===== src/hdl/lpfk_pkg.sv =====
// Shared constants for the layout pair force kernel.
`timescale 1ns / 1ps
package lpfk_pkg;
	localparam int COORD_W    = 24;
	localparam int MAG_W      = COORD_W + 1;
	localparam int FRAC_W     = 8;
	localparam int LEN_W      = 24;
	localparam int SIZE_W     = 16;
	localparam int WEIGHT_W   = 16;
	localparam int CAP_W      = 32;
	localparam int FORCE_W    = 32;
	localparam int REG_IDX_W  = 3;
	localparam int CFG_DATA_W = 32;

	// factor format: unsigned, FACT_FRAC fraction bits, saturates at FACT_MAX
	localparam int FACT_FRAC = 24;
	localparam int FACT_W    = 56;
	localparam int HALF_W    = FACT_W / 2;
	localparam logic [FACT_W-1:0] FACT_MAX = {1'b1, {(FACT_W-1){1'b0}}};

	localparam int SQ_IN_W  = 2 * MAG_W;
	localparam int SQ_OUT_W = MAG_W;
	localparam int SQ_REM_W = SQ_OUT_W + 1;
	localparam int SQ_LAT   = SQ_OUT_W + 1;

	localparam int RADSUM_W   = 32;
	localparam int K_W        = RADSUM_W + 1;
	localparam int SROOT_W    = SIZE_W;
	localparam int SSUM_W     = SROOT_W + 1;
	localparam logic [SROOT_W-1:0] ROOT_ZERO = SROOT_W'((2 << FRAC_W) / 3);

	localparam int DIV_N_W   = CAP_W + WEIGHT_W;
	localparam int DIV_D_W   = RADSUM_W + FRAC_W;
	localparam int DIV_TOP_W = FACT_W - FACT_FRAC;
	localparam int DIV_LAT   = FACT_W + 1;
	localparam int MUL_LAT   = 3;

	localparam logic [REG_IDX_W-1:0] REG_EDGE_LENGTH  = 3'd0;
	localparam logic [REG_IDX_W-1:0] REG_RADIUS_UNIT  = 3'd1;
	localparam logic [REG_IDX_W-1:0] REG_SPRING_WGT   = 3'd2;
	localparam logic [REG_IDX_W-1:0] REG_FORCE_CAP    = 3'd3;
	localparam logic [REG_IDX_W-1:0] REG_LAYOUT_3D    = 3'd4;
endpackage


===== src/hdl/lpfk_isqrt.sv =====
// Pipelined integer square root, one root bit per stage.
`timescale 1ns / 1ps
module lpfk_isqrt (
	input  logic clk,
	input  logic arst_n,
	input  logic in_v,
	input  logic [lpfk_pkg::SQ_IN_W-1:0] x,
	output logic out_v,
	output logic [lpfk_pkg::SQ_OUT_W-1:0] root
);
	import lpfk_pkg::*;

	logic [SQ_OUT_W:0] v_s;
	logic [SQ_IN_W-1:0] x_s [SQ_OUT_W];
	logic [SQ_REM_W-1:0] rem_s [SQ_OUT_W];
	logic [SQ_OUT_W-1:0] root_s [SQ_OUT_W+1];
	logic [SQ_REM_W+1:0] t [1:SQ_OUT_W];
	logic [SQ_REM_W+1:0] trial [1:SQ_OUT_W];
	logic [SQ_OUT_W:1] take;

	always_comb begin
		for (int j = 1; j <= SQ_OUT_W; j++) begin
			t[j] = {rem_s[j-1], x_s[j-1][2*(SQ_OUT_W-j)+1 -: 2]};
			trial[j] = {1'b0, root_s[j-1], 2'b01};
			take[j] = t[j] >= trial[j];
		end
	end

	always_ff @(posedge clk or negedge arst_n) begin
		if (!arst_n) begin
			v_s <= '0;
		end else begin
			v_s <= {v_s[SQ_OUT_W-1:0], in_v};
		end
	end

	always_ff @(posedge clk) begin
		x_s[0] <= x;
		rem_s[0] <= '0;
		root_s[0] <= '0;
		for (int j = 1; j <= SQ_OUT_W; j++) begin
			root_s[j] <= {root_s[j-1][SQ_OUT_W-2:0], take[j]};
			if (j < SQ_OUT_W) begin
				x_s[j] <= x_s[j-1];
				rem_s[j] <= take[j] ? SQ_REM_W'(t[j] - trial[j]) : t[j][SQ_REM_W-1:0];
			end
		end
	end

	assign out_v = v_s[SQ_OUT_W];
	assign root = root_s[SQ_OUT_W];
endmodule


===== config.mk =====
export PLATFORM = sky130hd
export DESIGN_NAME = lpfk_isqrt
export DESIGN_NICKNAME = d
export VERILOG_FILES = /design/src/hdl/lpfk_pkg.sv /design/src/hdl/lpfk_isqrt.sv
export SDC_FILE = /design/constraint.sdc
export NUM_CORES = 2
export LEC_CHECK = 0
export BUFFER_PORTS_ARGS = -buffer_cell sky130_fd_sc_hd__buf_2
export CORE_UTILIZATION = 39
export CTS_CLUSTER_DIAMETER = 80
export CTS_CLUSTER_SIZE = 16
export DETAILED_ROUTE_END_ITERATION = 12
export MAX_ROUTING_LAYER = met4
export PLACE_DENSITY = 0.64
export RECOVER_POWER = 100
export SYNTH_ARGS = -nofsm -noshare
export SYNTH_HDL_FRONTEND = slang
export SYNTH_SLANG_ARGS = --single-unit
export TNS_END_PERCENT = 1

===== constraint.sdc =====
create_clock -name clk -period 3 [get_ports clk]
set_input_delay 0.3 -clock clk [delete_from_list [all_inputs] [get_ports clk]]
set_output_delay 0.3 -clock clk [all_outputs]
set_load 0.01 [all_outputs]

==> flow_metrics.tcl <==
set metrics [dict create \
    p_leak_nw 29.4 \
    synth_area_per_cell_um2 10.4 \
    swShare 0.284 \
    cts_root_buf "clkbuf_16" \
    ys_seq_area_frac 0.562 \
    async_flop_share 0.0164 \
    numPortBuffers 78 \
    rr_worst_depth 8 \
    vias_per_cell 4.86 \
    cap_violations 0 \
    seqPwrFrac 0.535 \
    postLayoutCoreUtil 0.443 \
    coreArea_um2 144000 \
    p_switching_mw 14.3 \
    cts.sinks 1590 \
    period_minus_slack_ns 2.99 \
    end_kind "flop" \
    hold_violations 0 \
    outcome "finished with violations" \
    cts_tree "done" \
    cts_made_buffers 114 \
    clockBufferDepth 3 \
    synth_top_area_frac 0.551 \
    wl_per_cell_um 14.1 \
    drc_errors 3 \
    io-pin-count 79 \
    ys_ff_latch 1590 \
    regArea_um2 32000 \
    reg2reg_from "rem_s[0][91]" \
    report.power.total_mw 50.3 \
    period_share 0.995 \
    clkLatencyLatePin_ns 0.76 \
    r2r_setup_slack_ns 0.01 \
    syn-num-nets 5854 \
    fp-row-count 139 \
    drive_gt1_frac 0.0753 \
    final-setup-viol-count 0 \
    irDropWorstVdd_mv 0.653 \
    area_growth_pct 12.3 \
    synth_edf_count 0 \
    worstReg2RegEnd "rem_s[0][127]" \
    grt-ovfl-total 0 \
    rsz0062_at_grt "true" \
    synth_area_leaders "dfxtp_1 (55%), ha_1 (7.8%), xnor2_1 (4.0%)" \
    postCtsSetupBuffers 0 \
    crit_fanout 5 \
    postPlaceCellArea_um2 60100 \
    crit_path_start "rem_s[0][91]" \
    arrival_ns 3.62 \
    gp_congestion 0.914 \
    synth_ff_type "dfxtp_1" \
    final_cell_mix "dfxtp_1 (1,563), inv_1 (446), ha_1 (351)" \
    grt_max_degree 42 \
    skew_ns 0.0389 \
    multi_input_area_um2 22900 \
    p_per_area_nw_per_um2 789 \
    min-delay-start "x[34]" \
    die-area_um2 147000 \
    criticalPathCategory "reg -> reg" \
    drtPass1Iterations 10 \
    final_area_um2 63800 \
    dieHeight_um 384 \
    max_freq_mhz 335 \
    clkTransAtPathRegs_ns 0.07 \
    power_frac_clock 0.278 \
    nets 6117 \
    wl_mm 107 \
    drt_iter0_drc 1756 \
    yosys_warnings 0 \
    p_int_mw 36.0 \
    die_w_um 384 \
    yosysTopAreaCell "dfxtp_1" \
    cts.htree.levels 3 \
    start_kind "flop" \
    holdPathStages 2 \
    ys_types 85 \
    crit_required_ns 3.63 \
    postSynthCellCount 5449 \
    grt_pass1_wl_mm 177 \
    holdPathEnd "x_s[0][34]" \
    nFillCells 13600 \
    relSlewSlack 0.124 \
    tns_ns 0 \
    failed_checks "DRC" \
    antenna_found_initial 0 \
    maxSlewViolCount 0 \
    ant_nets 0 \
    hp-class "in -> reg" \
    combPwrFrac 0.187 \
    tightest_slew_ns 1.31 \
    syn_area_um2 56800 \
    initial_core_util 0.395 \
    dp_hpwl_mm 81.3 \
    antenna_cells 0 \
    grt_pass1_vias 36300 \
    final_common_cell "dfxtp_1" \
    vias 37100 \
    track_usage 0.149 \
]
routing by layer:
layer / wire, um / GRT usage
met1: 49000 / 0.179
met4: 3190 / 0.0505
met5: 0 / -
met2: 51600 / 0.254
met3: 3530 / 0.0212
worst max path at each step:
stage          cells past startpoint            end  slack (ns)
3_5_place_dp                      11   rem_s[1][49]       -0.12
3_3_place_gp                      10  rem_s[0][205]       -0.09
5_1_grt                           11   rem_s[1][45]        -0.1
6_report                           8  rem_s[0][127]        0.01
2_1_floorplan                      9  rem_s[0][127]      -0.005
4_1_cts                            9  rem_s[0][127]       -0.02
repair_timing:
action,in CTS,in global routing
hold buffers,52,0
resized for setup,6,44
setup endpoints to repair,16,123
hold endpoints to repair,77,0
synthesized netlist by cell type, types with 75 or more instances:
cell / number
dfxtp_1: 1564
inv_1: 447
ha_1: 352
a21oi_1: 333
nand2_1: 324
nor2_1: 322
xnor2_1: 262
o21ai_0: 251
xor2_1: 204
nor3_1: 139
a21o_1: 111
o21a_1: 85
nor4_1: 82
or3_1: 75
power by group through the flow:
| stage | logic, mW | clock network (mW) | registers, mW |
|---|---|---|---|
| final | 9.43 | 14.0 | 26.9 |
| after global routing | 10.6 | 15.4 | 27.3 |
| after CTS | 9.47 | 14.6 | 26.9 |
| after detailed placement | 9.34 | 0 | 27.4 |
| after global placement | 9.22 | 0 | 27.3 |
| after floorplan | 7.29 | 0 | 26.5 |
logic make-up (layout without fill, tap and decap cells):
logic type / after synthesis / count (layout) / share of synthesized area
xor gates and xnor gates: 467 / 467 / 0.0721
AOI/OAI and AO/OA: 1065 / 1065 / 0.118
adders and majority gates: 352 / 352 / 0.0775
and+or+nand+nor: 1363 / 1363 / 0.121
DFF: 1590 / 1590 / 0.562
other: 1 / 1 / 0.0000660
muxes: 57 / 57 / 0.0111
buffers and inverters: 554 / 841 / 0.0384
final cells by class:
class | instances | area share
clock buffer | 122 | 0.0460
clock inverter | 18 | 0.00396
inverter | 451 | 0.0265
multi-input combinational | 3305 | 0.358
sequential | 1590 | 0.501
tap | 1903 | 0.0373
timing repair buffer | 250 | 0.0270
metrics by stage:
stage / std cells / setup slack (ns) / hold slack [ns]
after detailed placement: 7447 / -0.118 / 0.312
final: 7639 / 0.0138 / 0.172
after floorplan: 5449 / -0.00508 / 0.00441
after global routing: 7639 / -0.0991 / 0.118
after global placement: 7447 / -0.0855 / 0.298
after CTS: 7639 / -0.0175 / 0.0261
worst max-delay path, stage by stage, from the launching register on:
cell and delay [ns]:
dfxtp_1 0.31, or3_4 0.40, or4_4 0.43, or4b_4 0.53, o311ai_4 0.28, o21ai_2 0.09, or2_4 0.27, or4_4 0.43
xnor2_2 0.14
sequential cells by signal, summed over array words and instances, names as in the netlist:
register	flops
rem_s	589
root_s	325
v_s	26
x_s	650
Power figures use the tool's default switching activity.
